<file path="src/design/iwm_pkg.sv">
`timescale 1ns / 1ps
// ----------------------------------------------------------------------------
// iwm_pkg
// Shared types and constants of the intensity window mapper.
// ----------------------------------------------------------------------------
package iwm_pkg;

    // Pixel precision; only the low PIXEL_BITS of a pixel take part.
    localparam int PIXEL_BITS = 16;
    localparam logic [15:0] PIX_MASK = 16'((32'd1 << PIXEL_BITS) - 32'd1);

    // Front-to-back job queue
    localparam int QUEUE_DEPTH = 4;
    localparam int QPTR_W      = $clog2(QUEUE_DEPTH);
    localparam int QCNT_W      = $clog2(QUEUE_DEPTH + 1);

    // Serial divider: one quotient bit per cycle
    localparam int DIV_STEPS = 16;
    localparam int DCNT_W    = $clog2(DIV_STEPS);

    // Percent scaling: x / 100 == (x * PCT_RECIP) >> PCT_SHIFT for x < 2^23
    localparam logic [6:0]  PCT_FULL  = 7'd100;
    localparam logic [23:0] PCT_RECIP = 24'd10737419;
    localparam int          PCT_SHIFT = 30;

    // Register file
    localparam int ADDR_W = 5;
    localparam logic [2:0] REG_MODE       = 3'd0;
    localparam logic [2:0] REG_LOW_LEVEL  = 3'd1;
    localparam logic [2:0] REG_HIGH_LEVEL = 3'd2;
    localparam logic [2:0] REG_LOW_OUT    = 3'd3;
    localparam logic [2:0] REG_HIGH_OUT   = 3'd4;
    localparam logic [2:0] REG_CONTRAST   = 3'd5;
    localparam logic [2:0] REG_BRIGHTNESS = 3'd6;
    localparam logic [2:0] REG_OUT_MAX    = 3'd7;

    // Commands
    localparam logic CMD_MEASURE = 1'b0;
    localparam logic CMD_MAP     = 1'b1;

    typedef enum logic [1:0] {
        MODE_EXPLICIT = 2'd0,
        MODE_NEGATIVE = 2'd1,
        MODE_NORMALIZE = 2'd2,
        MODE_CONTRAST = 2'd3
    } mode_t;

    typedef struct packed {
        mode_t       mode;
        logic [15:0] low_level;
        logic [15:0] high_level;
        logic [15:0] low_out;
        logic [15:0] high_out;
        logic [6:0]  contrast_pct;
        logic [6:0]  brightness_pct;
        logic [15:0] out_max;
    } cfg_t;

    // A map job with the frame statistics seen when it arrived
    typedef struct packed {
        logic [15:0] pixel;
        logic [15:0] fmin;
        logic [15:0] fmax;
    } job_t;

    typedef enum logic [3:0] {
        B_IDLE,
        B_MUL_L,
        B_SCL_L,
        B_MUL_W,
        B_SCL_W,
        B_WINDOW,
        B_CMP,
        B_MUL_M,
        B_DIV,
        B_DONE
    } back_state_t;

endpackage

</file>
<file path="src/design/iwm_front.sv">
`timescale 1ns / 1ps
// ----------------------------------------------------------------------------
// iwm_front
// Accepts pixel transfers, tracks frame min/max and queues map jobs.
// ----------------------------------------------------------------------------
module iwm_front (
    input  logic          clk,
    input  logic          rst_n,
    input  logic          pix_valid,
    output logic          pix_stall,
    input  logic          command,
    input  logic [15:0]   pixel_value,
    input  logic          first_of_frame,
    input  logic          q_full,
    output logic          q_push,
    output iwm_pkg::job_t q_job
);
    import iwm_pkg::*;

    logic [15:0] fmin_reg, fmin_next;
    logic [15:0] fmax_reg, fmax_next;
    logic [15:0] pix;
    logic        take;

    assign pix       = pixel_value & PIX_MASK;
    assign pix_stall = q_full;
    assign take      = pix_valid && !q_full;
    assign q_push    = take && (command == CMD_MAP);
    assign q_job     = '{pixel: pix, fmin: fmin_reg, fmax: fmax_reg};

    always_comb
    begin
        fmin_next = fmin_reg;
        fmax_next = fmax_reg;
        if (take && (command == CMD_MEASURE))
        begin
            if (first_of_frame)
            begin
                fmin_next = pix;
                fmax_next = pix;
            end
            else
            begin
                if (pix < fmin_reg)
                    fmin_next = pix;
                if (pix > fmax_reg)
                    fmax_next = pix;
            end
        end
    end

    always_ff @(posedge clk or negedge rst_n)
    begin
        if (!rst_n)
        begin
            fmin_reg <= 16'hFFFF;
            fmax_reg <= 16'h0000;
        end
        else
        begin
            fmin_reg <= fmin_next;
            fmax_reg <= fmax_next;
        end
    end

endmodule

</file>
<file path="src/design/iwm_queue.sv">
`timescale 1ns / 1ps
// ----------------------------------------------------------------------------
// iwm_queue
// Short FIFO of map jobs between the front and the back.
// ----------------------------------------------------------------------------
module iwm_queue (
    input  logic          clk,
    input  logic          rst_n,
    input  logic          push,
    input  iwm_pkg::job_t wr_job,
    input  logic          pop,
    output iwm_pkg::job_t rd_job,
    output logic          full,
    output logic          empty
);
    import iwm_pkg::*;

    job_t              entry_reg [QUEUE_DEPTH];
    logic [QPTR_W-1:0] wr_ptr_reg, wr_ptr_next;
    logic [QPTR_W-1:0] rd_ptr_reg, rd_ptr_next;
    logic [QCNT_W-1:0] count_reg, count_next;
    logic              do_push;
    logic              do_pop;

    assign full    = (count_reg == QCNT_W'(QUEUE_DEPTH));
    assign empty   = (count_reg == '0);
    assign do_push = push && !full;
    assign do_pop  = pop && !empty;
    assign rd_job  = entry_reg[rd_ptr_reg];

    always_comb
    begin
        wr_ptr_next = wr_ptr_reg;
        rd_ptr_next = rd_ptr_reg;
        count_next  = count_reg;
        if (do_push)
            wr_ptr_next = (wr_ptr_reg == QPTR_W'(QUEUE_DEPTH - 1)) ? '0 : wr_ptr_reg + 1'b1;
        if (do_pop)
            rd_ptr_next = (rd_ptr_reg == QPTR_W'(QUEUE_DEPTH - 1)) ? '0 : rd_ptr_reg + 1'b1;
        if (do_push && !do_pop)
            count_next = count_reg + 1'b1;
        else if (do_pop && !do_push)
            count_next = count_reg - 1'b1;
    end

    always_ff @(posedge clk or negedge rst_n)
    begin
        if (!rst_n)
        begin
            wr_ptr_reg <= '0;
            rd_ptr_reg <= '0;
            count_reg  <= '0;
        end
        else
        begin
            wr_ptr_reg <= wr_ptr_next;
            rd_ptr_reg <= rd_ptr_next;
            count_reg  <= count_next;
        end
    end

    always_ff @(posedge clk)
    begin
        if (do_push)
            entry_reg[wr_ptr_reg] <= wr_job;
    end

endmodule

</file>
<file path="src/design/iwm_back.sv">
`timescale 1ns / 1ps
// ----------------------------------------------------------------------------
// iwm_back
// Window setup, linear map with shared multiplier and serial divider,
// result register.
// ----------------------------------------------------------------------------
module iwm_back (
    input  logic          clk,
    input  logic          rst_n,
    input  iwm_pkg::cfg_t cfg,
    input  logic          q_empty,
    input  iwm_pkg::job_t q_job,
    output logic          q_pop,
    output logic          res_valid,
    input  logic          res_stall,
    output logic [15:0]   mapped_value
);
    import iwm_pkg::*;

    back_state_t state_reg, state_next;

    job_t               job_reg;
    logic [46:0]        prod_reg;
    logic [15:0]        level_reg;
    logic signed [17:0] l1_reg;
    logic signed [17:0] l2_reg;
    logic [15:0]        k1_reg;
    logic [15:0]        k2_reg;
    logic [15:0]        base_reg;
    logic [15:0]        num_reg;
    logic [15:0]        den_reg;
    logic [15:0]        mag_reg;
    logic               neg_reg;
    logic [15:0]        rem_reg;
    logic [15:0]        low_reg;
    logic [DCNT_W-1:0]  cnt_reg;
    logic               out_valid_reg, out_valid_next;
    logic [15:0]        out_data_reg;

    logic [15:0]        rng;
    logic [6:0]         c_sat;
    logic [6:0]         b_inv;
    logic [15:0]        h_top;
    logic [15:0]        quot_pct;
    logic [15:0]        half_w;
    logic signed [17:0] v18;
    logic signed [17:0] num_full;
    logic signed [17:0] den_full;
    logic               win_lo;
    logic               win_hi;
    logic [16:0]        shifted;
    logic [16:0]        sub;
    logic               ge;
    logic [15:0]        result;
    logic               ld;
    logic [22:0]        mul_a;
    logic [23:0]        mul_b;
    logic [46:0]        mul_p;

    // Window setup terms
    assign rng      = (job_reg.fmax > job_reg.fmin) ? job_reg.fmax - job_reg.fmin : '0;
    assign c_sat    = (cfg.contrast_pct > PCT_FULL) ? PCT_FULL : cfg.contrast_pct;
    assign b_inv    = PCT_FULL - ((cfg.brightness_pct > PCT_FULL) ? PCT_FULL
                                                                  : cfg.brightness_pct);
    assign h_top    = (cfg.out_max != '0) ? cfg.out_max : job_reg.fmax;
    assign quot_pct = prod_reg[PCT_SHIFT +: 16];
    assign half_w   = {1'b0, quot_pct[15:1]};

    // Window compare
    assign v18      = $signed({2'b00, job_reg.pixel});
    assign win_lo   = v18 < l1_reg;
    assign win_hi   = v18 >= l2_reg;
    assign num_full = v18 - l1_reg;
    assign den_full = l2_reg - l1_reg;

    // Restoring divide step; remainder always stays below the divisor
    assign shifted = {rem_reg, low_reg[15]};
    assign ge      = shifted >= {1'b0, den_reg};
    assign sub     = shifted - {1'b0, den_reg};

    // Quotient is below |k2 - k1|, so the sum stays between k1 and k2
    assign result = neg_reg ? base_reg - low_reg : base_reg + low_reg;

    assign mul_p = mul_a * mul_b;

    always_comb
    begin
        state_next = state_reg;
        case (state_reg)
            B_IDLE:
                if (!q_empty)
                    state_next = (cfg.mode == MODE_CONTRAST) ? B_MUL_L : B_WINDOW;
            B_MUL_L:  state_next = B_SCL_L;
            B_SCL_L:  state_next = B_MUL_W;
            B_MUL_W:  state_next = B_SCL_W;
            B_SCL_W:  state_next = B_WINDOW;
            B_WINDOW: state_next = B_CMP;
            B_CMP:    state_next = (win_lo || win_hi) ? B_DONE : B_MUL_M;
            B_MUL_M:  state_next = B_DIV;
            B_DIV:
                if (cnt_reg == DCNT_W'(DIV_STEPS - 1))
                    state_next = B_DONE;
            B_DONE:
                if (ld)
                    state_next = B_IDLE;
            default:  state_next = B_IDLE;
        endcase
    end

    always_comb
    begin
        q_pop = 1'b0;
        ld    = 1'b0;
        mul_a = '0;
        mul_b = '0;
        case (state_reg)
            B_IDLE:
                q_pop = !q_empty;
            B_MUL_L:
            begin
                mul_a = 23'(b_inv);
                mul_b = 24'(rng);
            end
            B_MUL_W:
            begin
                mul_a = 23'(c_sat);
                mul_b = 24'(rng);
            end
            B_SCL_L, B_SCL_W:
            begin
                mul_a = prod_reg[22:0];
                mul_b = PCT_RECIP;
            end
            B_MUL_M:
            begin
                mul_a = 23'(num_reg);
                mul_b = 24'(mag_reg);
            end
            B_DONE:
                ld = !out_valid_reg || !res_stall;
            default:
            begin
                q_pop = 1'b0;
            end
        endcase
    end

    always_comb
    begin
        out_valid_next = out_valid_reg;
        if (out_valid_reg && !res_stall)
            out_valid_next = 1'b0;
        if (ld)
            out_valid_next = 1'b1;
    end

    always_ff @(posedge clk or negedge rst_n)
    begin
        if (!rst_n)
        begin
            state_reg     <= B_IDLE;
            out_valid_reg <= 1'b0;
        end
        else
        begin
            state_reg     <= state_next;
            out_valid_reg <= out_valid_next;
        end
    end

    always_ff @(posedge clk)
    begin
        case (state_reg)
            B_IDLE:
                if (q_pop)
                    job_reg <= q_job;
            B_MUL_L, B_SCL_L, B_SCL_W:
                prod_reg <= mul_p;
            B_MUL_W:
            begin
                level_reg <= job_reg.fmin + quot_pct;
                prod_reg  <= mul_p;
            end
            B_WINDOW:
            begin
                case (cfg.mode)
                    MODE_EXPLICIT:
                    begin
                        l1_reg <= $signed({2'b00, cfg.low_level});
                        l2_reg <= $signed({2'b00, cfg.high_level});
                        k1_reg <= cfg.low_out;
                        k2_reg <= cfg.high_out;
                    end
                    MODE_NEGATIVE:
                    begin
                        l1_reg <= $signed({2'b00, job_reg.fmin});
                        l2_reg <= $signed({2'b00, job_reg.fmax});
                        k1_reg <= job_reg.fmax;
                        k2_reg <= job_reg.fmin;
                    end
                    MODE_NORMALIZE:
                    begin
                        l1_reg <= $signed({2'b00, job_reg.fmin});
                        l2_reg <= $signed({2'b00, job_reg.fmax});
                        k1_reg <= '0;
                        k2_reg <= h_top;
                    end
                    default:
                    begin
                        l1_reg <= $signed({2'b00, level_reg}) - $signed({2'b00, half_w});
                        l2_reg <= $signed({2'b00, level_reg}) + $signed({2'b00, half_w});
                        k1_reg <= '0;
                        k2_reg <= h_top;
                    end
                endcase
            end
            B_CMP:
            begin
                base_reg <= (!win_lo && win_hi) ? k2_reg : k1_reg;
                low_reg  <= '0;
                num_reg  <= num_full[15:0];
                den_reg  <= den_full[15:0];
                neg_reg  <= k2_reg < k1_reg;
                mag_reg  <= (k2_reg < k1_reg) ? k1_reg - k2_reg : k2_reg - k1_reg;
            end
            B_MUL_M:
            begin
                rem_reg <= mul_p[31:16];
                low_reg <= mul_p[15:0];
                cnt_reg <= '0;
            end
            B_DIV:
            begin
                rem_reg <= ge ? sub[15:0] : shifted[15:0];
                low_reg <= {low_reg[14:0], ge};
                cnt_reg <= cnt_reg + 1'b1;
            end
            B_DONE:
                if (ld)
                    out_data_reg <= result;
            default:
            begin
                cnt_reg <= cnt_reg;
            end
        endcase
    end

    assign res_valid    = out_valid_reg;
    assign mapped_value = out_data_reg;

endmodule

</file>
<file path="src/design/intensity_window_mapper_core.sv">
`timescale 1ns / 1ps
// ----------------------------------------------------------------------------
// intensity_window_mapper_core
// Two-pass window/level contrast stretch: measure pixels for frame min/max,
// then map pixels through an explicit, negative, normalize or
// contrast/brightness window.
// ----------------------------------------------------------------------------
//  channel  | direction | handshake               | payload
//  ---------+-----------+-------------------------+-----------------------------
//  config   | in/out    | psel, penable, pready   | paddr, pwrite, pwdata, prdata
//  pixel    | in        | pix_valid / pix_stall   | command, pixel_value,
//           |           |                         | first_of_frame
//  result   | out       | res_valid / res_stall   | mapped_value
//
// Measure transfers are taken one per cycle while the job queue has room.
// In the back, a map job whose pixel lies inside the window runs window setup,
// compare, a multiply and the serial divider, plus level and width scaling
// in contrast mode; a pixel outside the window skips multiply and divider.
// Four map jobs queue between front and back, so the front stalls only when
// the queue is full; a finished result waits in its own output register.
// Reset restores the register defaults and clears frame min/max tracking.
// ----------------------------------------------------------------------------
module intensity_window_mapper_core (
    input  logic                        clk,
    input  logic                        rst_n,
    input  logic                        psel,
    input  logic                        penable,
    input  logic                        pwrite,
    input  logic [iwm_pkg::ADDR_W-1:0]  paddr,
    input  logic [31:0]                 pwdata,
    output logic [31:0]                 prdata,
    output logic                        pready,
    input  logic                        pix_valid,
    output logic                        pix_stall,
    input  logic                        command,
    input  logic [15:0]                 pixel_value,
    input  logic                        first_of_frame,
    output logic                        res_valid,
    input  logic                        res_stall,
    output logic [15:0]                 mapped_value
);
    import iwm_pkg::*;

    cfg_t       cfg_reg, cfg_next;
    logic [2:0] reg_idx;
    logic       wr_en;
    logic       q_push;
    logic       q_pop;
    logic       q_full;
    logic       q_empty;
    job_t       wr_job;
    job_t       rd_job;

    assign pready  = 1'b1;
    assign reg_idx = paddr[ADDR_W-1:2];
    assign wr_en   = psel && penable && pwrite && pready;

    always_comb
    begin
        cfg_next = cfg_reg;
        if (wr_en)
        begin
            case (reg_idx)
                REG_MODE:       cfg_next.mode           = mode_t'(pwdata[1:0]);
                REG_LOW_LEVEL:  cfg_next.low_level      = pwdata[15:0];
                REG_HIGH_LEVEL: cfg_next.high_level     = pwdata[15:0];
                REG_LOW_OUT:    cfg_next.low_out        = pwdata[15:0];
                REG_HIGH_OUT:   cfg_next.high_out       = pwdata[15:0];
                REG_CONTRAST:   cfg_next.contrast_pct   = pwdata[6:0];
                REG_BRIGHTNESS: cfg_next.brightness_pct = pwdata[6:0];
                REG_OUT_MAX:    cfg_next.out_max        = pwdata[15:0];
                default:        cfg_next = cfg_reg;
            endcase
        end
    end

    always_comb
    begin
        case (reg_idx)
            REG_MODE:       prdata = 32'(cfg_reg.mode);
            REG_LOW_LEVEL:  prdata = 32'(cfg_reg.low_level);
            REG_HIGH_LEVEL: prdata = 32'(cfg_reg.high_level);
            REG_LOW_OUT:    prdata = 32'(cfg_reg.low_out);
            REG_HIGH_OUT:   prdata = 32'(cfg_reg.high_out);
            REG_CONTRAST:   prdata = 32'(cfg_reg.contrast_pct);
            REG_BRIGHTNESS: prdata = 32'(cfg_reg.brightness_pct);
            REG_OUT_MAX:    prdata = 32'(cfg_reg.out_max);
            default:        prdata = '0;
        endcase
    end

    always_ff @(posedge clk or negedge rst_n)
    begin
        if (!rst_n)
        begin
            cfg_reg.mode           <= MODE_EXPLICIT;
            cfg_reg.low_level      <= 16'd0;
            cfg_reg.high_level     <= 16'd65535;
            cfg_reg.low_out        <= 16'd0;
            cfg_reg.high_out       <= 16'd65535;
            cfg_reg.contrast_pct   <= 7'd50;
            cfg_reg.brightness_pct <= 7'd50;
            cfg_reg.out_max        <= 16'd255;
        end
        else
        begin
            cfg_reg <= cfg_next;
        end
    end

    iwm_front u_front (
        .clk            (clk),
        .rst_n          (rst_n),
        .pix_valid      (pix_valid),
        .pix_stall      (pix_stall),
        .command        (command),
        .pixel_value    (pixel_value),
        .first_of_frame (first_of_frame),
        .q_full         (q_full),
        .q_push         (q_push),
        .q_job          (wr_job)
    );

    iwm_queue u_queue (
        .clk    (clk),
        .rst_n  (rst_n),
        .push   (q_push),
        .wr_job (wr_job),
        .pop    (q_pop),
        .rd_job (rd_job),
        .full   (q_full),
        .empty  (q_empty)
    );

    iwm_back u_back (
        .clk          (clk),
        .rst_n        (rst_n),
        .cfg          (cfg_reg),
        .q_empty      (q_empty),
        .q_job        (rd_job),
        .q_pop        (q_pop),
        .res_valid    (res_valid),
        .res_stall    (res_stall),
        .mapped_value (mapped_value)
    );

    // Front must never push a job into a full queue
    assert property (@(posedge clk) disable iff (!rst_n) !(q_push && q_full))
        else $error("map job pushed into full queue");

    // Back must never pop from an empty queue
    assert property (@(posedge clk) disable iff (!rst_n) !(q_pop && q_empty))
        else $error("map job popped from empty queue");

    // After any measure transfer the tracked range is well ordered
    assert property (@(posedge clk) disable iff (!rst_n)
        (pix_valid && !pix_stall && (command == CMD_MEASURE))
            |=> (wr_job.fmin <= wr_job.fmax))
        else $error("frame minimum above maximum after measure");

endmodule

</file>
<file path="config.mk">
export PLATFORM = sky130hd
export DESIGN_NAME = intensity_window_mapper_core
export DESIGN_NICKNAME = d
export VERILOG_FILES = /design/src/design/iwm_pkg.sv /design/src/design/iwm_front.sv /design/src/design/iwm_queue.sv /design/src/design/iwm_back.sv /design/src/design/intensity_window_mapper_core.sv
export SDC_FILE = /design/constraint.sdc
export NUM_CORES = 2
export LEC_CHECK = 0
export ABC_AREA = 1
export ABC_CLOCK_PERIOD_IN_PS = 7210
export BUFFER_PORTS_ARGS = -buffer_cell sky130_fd_sc_hd__buf_2
export CORE_ASPECT_RATIO = 0.7
export CORE_MARGIN = 2
export CORE_UTILIZATION = 45
export DETAILED_ROUTE_END_ITERATION = 6
export PLACE_DENSITY = 0.65
export SLEW_MARGIN = 0
export SYNTH_ARGS = -nofsm -noshare
export SYNTH_HDL_FRONTEND = slang
export SYNTH_SLANG_ARGS = --single-unit
</file>
<file path="constraint.sdc">
create_clock -name clk -period 7.21 [get_ports clk]
set_input_delay 1.442 -clock clk [delete_from_list [all_inputs] [get_ports clk]]
set_output_delay 1.442 -clock clk [all_outputs]
set_load 0.02 [all_outputs]
</file>
### After elaboration in Yosys (flattened, before gate mapping)

Memories as Yosys holds them, arrays and structs flattened. A register that Yosys moved wholly into a read port is not among the register bits.
Index checks and enable logic that the tools add are counted.

| storage, ports and cells | value |
|---|---|
| input bits | 62 |
| output and inout port bits | 51 |
| memories | 1 |
| logic and storage cells | 171 |
| bits in writable memories | 192 |
| bits in registers | 387 |

| operators by class | value |
|---|---|
| order comparisons | 9 |
| multiply operators | 1 |
| add/sub/neg operators | 17 |
| eq/ne operators | 26 |
| bitwise logic cells | 1 |
| reductions and logical operators | 48 |
| muxes and demuxes | 38 |

Memories:

| memory | depth | bits a word | read ports | clocked after memory_dff | write ports | line | text |
|---|---|---|---|---|---|---|---|
| u_queue.entry_reg | 4 | 48 | 1 | 1 | 1 | iwm_queue.sv:18 | `job_t entry_reg [QUEUE_DEPTH];` |

Operator list:

| cell | count |
|---|---|
| 32-bit case mux with 8 select lines | 1 |
| 16-bit 2-to-1 mux | 10 |
| 16-bit subtractor | 7 |
| 16-bit case mux with 2 select lines | 3 |
| 23-bit case mux with 4 select lines | 1 |
| 18-bit case mux with 2 select lines | 2 |
| 24-bit case mux with 3 select lines | 1 |
| 16-bit case mux with 3 select lines | 1 |
| 23-bit by 24-bit multiplier with 46-bit output | 1 |
| 4-bit case mux with 10 select lines | 1 |
| 16-bit adder | 2 |
| 16-bit greater-than comparator | 2 |
| 16-bit < comparator | 2 |
| 2-bit AND reduction | 12 |
| 17-bit by 18-bit greater-or-equal comparator with 1-bit output | 1 |
| 17-bit by 18-bit < comparator with 1-bit output | 1 |
| 16-bit by 15-bit adder with 17-bit output | 1 |
| 17-bit by 16-bit greater-or-equal comparator with 1-bit output | 1 |
| 16-bit by 15-bit subtractor with 17-bit output | 1 |
| 4-bit by 3-bit equality test with 1-bit output (second input constant) | 4 |
| 4-bit 2-to-1 mux | 4 |
| 16-bit nonzero test | 1 |
| 3-bit equality test (second input constant) | 5 |
| 7-bit greater-than comparator (second input constant) | 2 |
| other kinds (31) | 73 |

### Longest topological paths before layout

| logic depth | value |
|---|---|
| word-level depth | 9 |
| depth in mapped cells | 43 |
| gate-level depth less buffers | 42 |

### Hierarchy

Synthesis repeated with hierarchy kept, for this count alone.

| unflattened totals | value |
|---|---|
| cell total of the unflattened synthesis | 5953 |
| area, all modules | 51873.5 sq um |

Modules (own cells, without submodules):

| module | cells each | seq. area each (sq um) | area each (sq um) | times used |
|---|---|---|---|---|
| iwm_back | 4478 | 8713.4 | 36495.0 | 1 |
| iwm_queue | 622 | 5940.7 | 8290.5 | 1 |
| intensity_window_mapper_core | 556 | 2459.9 | 4745.8 | 1 |
| iwm_front | 297 | 820.8 | 2342.2 | 1 |

### Least setup slack after synthesis

Ideal clock, no wire load.

| path | value |
|---|---|
| kind | reg2reg |
| from | register u_back.job_reg[0] (netlist bit) |
| to | register u_back.prod_reg[36], data pin |
| stages on the path, launching flop included | 41 |
| path buffers | 1 |
| slack | -0.032 ns |
| data required time | 6.958 ns |
| setup time | 0.252 ns |
| arrival time | 6.990 ns |
| period minus slack after synthesis | 7.242 ns |
| path through | edfxtp_1 > inv_1 > ha_1 > inv_1 > fa_1 > nand3_1 > nand2_2 > nand3_2 > nand2_2 > nand2_1 > nand2_1 > nand2_2 > inv_4 > buf_12 > nand2_4 > nand2_8 > inv_4 > nor2_1 > (+5 left out) > inv_1 > fa_1 > inv_1 > fa_1 > fa_1 > inv_1 > fa_1 > inv_1 > ha_1 > nand2_1 > nor2_1 > nand2_1 > nor4_1 > nand2_1 > nand3_1 > nand2_1 > nand3_1 > nand2_1 |

| between the ends | value |
|---|---|
| cells in the longest elaborated chain, start to end | 4 |
| elaborated cells on any way between the ends | 5 |
| classes of those cells | add/sub: 1; mul: 1; order compare: 1; mux: 2 |

RTL lines:

| element | line | text |
|---|---|---|
| start, declared | iwm_back.sv:22 | `job_t job_reg;` |
| start signal, assigned | iwm_back.sv:176 | `job_reg <= q_job;` |
| 16-bit subtractor or 16-bit greater-than comparator (tied branches) | iwm_back.sv:61 | `assign rng = (job_reg.fmax > job_reg.fmin) ? job_reg.fmax - job_reg.fmin : '0;` |
| 16-bit 2-to-1 mux * | iwm_back.sv:61 |  |
| 24-bit case mux with 3 select lines * | iwm_back.sv:116 | `case (state_reg)` |
| 23-bit by 24-bit multiplier with 46-bit output * | iwm_back.sv:84 | `assign mul_p = mul_a * mul_b;` |
| net u_back.mul_p[36] | iwm_back.sv:58 | `logic [46:0] mul_p;` |
| end signal, assigned | iwm_back.sv:178 | `prod_reg <= mul_p;` |
| end signal, assigned | iwm_back.sv:182 | `prod_reg <= mul_p;` |
| end, declared | iwm_back.sv:23 | `logic [46:0] prod_reg;` |

The timed path passes the listed nets; every way through them passes the cells marked *.
A chain may end at the register's enable or synchronous reset.

### Worst setup path after layout

| path | value |
|---|---|
| from | register u_back.job_reg[26] (netlist bit) |
| to | register u_back.prod_reg[41], data pin |

The elaborated chain is that of the path after synthesis.

==> flow_summary.ini <==
[run_status]
status = finished with violations
violations = setup timing

[die]
io_pins = 113
die_h_um = 283.1
rows = 102
fp.dieW_um = 402.7
die_area_um2 = 114000
start_util_pct = 45.30
coreArea_um2 = 110500

[clock_tree]
cts_made_buffers = 57
clk_latency_ns = 0.69
path_clk_slew_ns = 0.07
root_buffer = clkbuf_16
hold_buffers = 0
cts_sinks = 618
cts_tree = done
clock_path_buffers = 3
htree_levels = 2

[timing]
worst_slew_pin_slew_ns = 1.128
relSlewSlack_pct = 24.53
hold_violations = 0
finalSetupTns_ns = -15.02
period_share_pct = 106.6
finalCriticalPeriod_ns = 7.689
rsz0062_at_grt = yes
finalSetupViolCount = 49
finClkSkew_ns = 0.06999
slew_viol_final = 0
fmax_ghz = 0.1301
fin_ws_ns = -0.4788

[yosys]
synth.avg_cell_area_um2 = 8.862
yosys.area.top_type_share_pct = 28.67
synth_edf_count = 478
synth_cell_types = 68
yosys-top-cells-area = edfxtp_1 29%, fa_1 15%, ha_1 10%
synth_common_cells = 1136 x nand2_1, 1054 x inv_1, 478 x edfxtp_1
netlist_area_um2 = 50070
yosysTopAreaCell = edfxtp_1
yosysSeqAreaShare_pct = 35.82
yosysWarnings = 0
synthMostInstantiatedCell = nand2_1
netlist_instances = 5650
synth-main-ff-cell = edfxtp_1
ys_async_sr_fraction_pct = 22.65
synth-seq-cells = 618

[drt]
wl_um = 164700
antenna_left = 0
dr.pass1.iters = 6
vias = 42069
wl_per_cell_um = 21.29
drc = 0
viasPerCell = 5.437
drtIter0Drc = 4771

[setup_path]
cpMostUsedCell = fa_1
critPathTopFamily = adder cells
worstSetupEndpointType = flop
critical_path_buf_inv_count = 9
max_stage_delay_ns = 0.60
critPathKind = reg2reg
cp_slowest_cell = fa_2
critPathMaxFanout = 4
critPathRequiredTime_ns = 7.62
cp.arrival_ns = 8.10
critPathLaunchType = flop

[layout]
nNetsFinal = 7087
syn_to_final_growth_pct = 22.09
final_layout_size_suffix_gt1_share_pct = 21.86
fill_cells = 9745
largest_register_ffs = 192

[grt]
grt_pass1_wl_um = 248000
grt_pass1_vias = 40104
grt_max_degree = 68
antenna_found_initial = 12
grt.overflow.total = 0
grt_usage_pct = 28.50

[run]
maxCapViolCount = 0

[placement]
dp_hpwl_um = 130700
place.gp.congestion = 0.9919
port-buffer-count = 77

[worst_hold_path]
hold_class = reg2reg
logic make-up after synthesis:
group | count (synthesis) | share of synthesized area [%]
simple gates | 1923 | 16.20
buf+inv | 1242 | 9.723
compound gates | 938 | 10.43
fa+ha+maj | 793 | 25.47
flops | 618 | 35.82
xor+xnor | 134 | 2.344
other cells | 2 | 0.01500
layer usage:
layer  wire (um)  global-route usage [%]  up-vias
met1       77930                   46.11    20595
li1            -                       -    19409
met4        3019                   4.878        2
met2       66420                   39.31     1890
met3       17350                   5.628      173
met5          13                       0        -
through the flow:
| step | hold slack, ns | utilization [%] | instances | instance area (um2) | worst slack [ns] |
|---|---|---|---|---|---|
| floorplan | 0.4530 | - | 5714 | 50310 | 0.004332 |
| finish | 0.4918 | 55.31 | 7738 | 61130 | -0.4788 |
| global placement | 0.4730 | 50.16 | 7547 | 55430 | -0.8312 |
| global route | 0.5096 | 55.31 | 7737 | 61130 | -0.6567 |
| CTS | 0.4918 | 53.84 | 7691 | 59500 | -0.3732 |
| detailed placement | 0.4806 | 50.16 | 7547 | 55430 | -0.9145 |
cells in the final DEF (no fill, tap or decap), types with 36 or more instances in the layout:
cell type  instances
inv_2             82
buf_2             76
o22ai_1           65
nor3_1            36
nand2_2           93
dfrtp_1           77
fa_1             338
a21oi_1          255
conb_1            66
nand3_1          183
buf_6             64
nand2_1          997
ha_1             370
buf_4            466
nor2_4            43
nand4_1           36
nand2_4           60
nor2_1           313
xor2_1            93
edfxtp_1         478
ha_4              40
fa_2              39
clkbuf_16         57
inv_1            982
o21ai_1           38
o21ai_0          352
dfstp_2           62
cell type report:
| class | instances | area (um2) | area share [%] |
|---|---|---|---|
| Antenna cell | 2 | 5.005 | 0.008187 |
| Clock buffer | 69 | 1505 | 2.462 |
| Clock inverter | 38 | 519.2 | 0.8494 |
| Inverter | 1076 | 4081 | 6.676 |
| Multi-Input combinational cell | 3854 | 30290 | 49.55 |
| Sequential cell | 618 | 17940 | 29.34 |
| Tap cell | 1456 | 1822 | 2.980 |
| Timing Repair Buffer | 625 | 4975 | 8.138 |
what timing repair did:
action                     in CTS  in global routing
resized for setup             427                328
buffers inserted               39                 47
setup endpoints to repair      51                 54
pin swaps                     149                201
worst register-to-register path, delay by kind of cell (launching register included):
kind                       cells  cell delay [ns]
and+or+nand+nor               12             1.22
AOI/OAI and AO/OA              4             0.72
buffers and inverters          9             0.76
adders and majority gates      9             4.18
DFF                            1             0.51
path summary, 6_finish.rpt:
kind,cells after the start,startpoint,slack (ns),to
setup / recovery,34,u_back.job_reg[26],-0.48,u_back.prod_reg[41]
hold / removal,2,cfg_reg[1],0.49,cfg_reg[1]
setup reg to reg,34,u_back.job_reg[26],-0.48,u_back.prod_reg[41]
hold reg to reg,2,cfg_reg[1],0.49,cfg_reg[1]
max in group asynchronous,2,rst_n,5.27,cfg_reg[94]
min in group asynchronous,1,rst_n,0.76,u_front.fmax_reg[11]
Power is left out: the tool's default activity adds up to more than one toggle a clock period on the data nets, which glitch-free logic cannot reach.
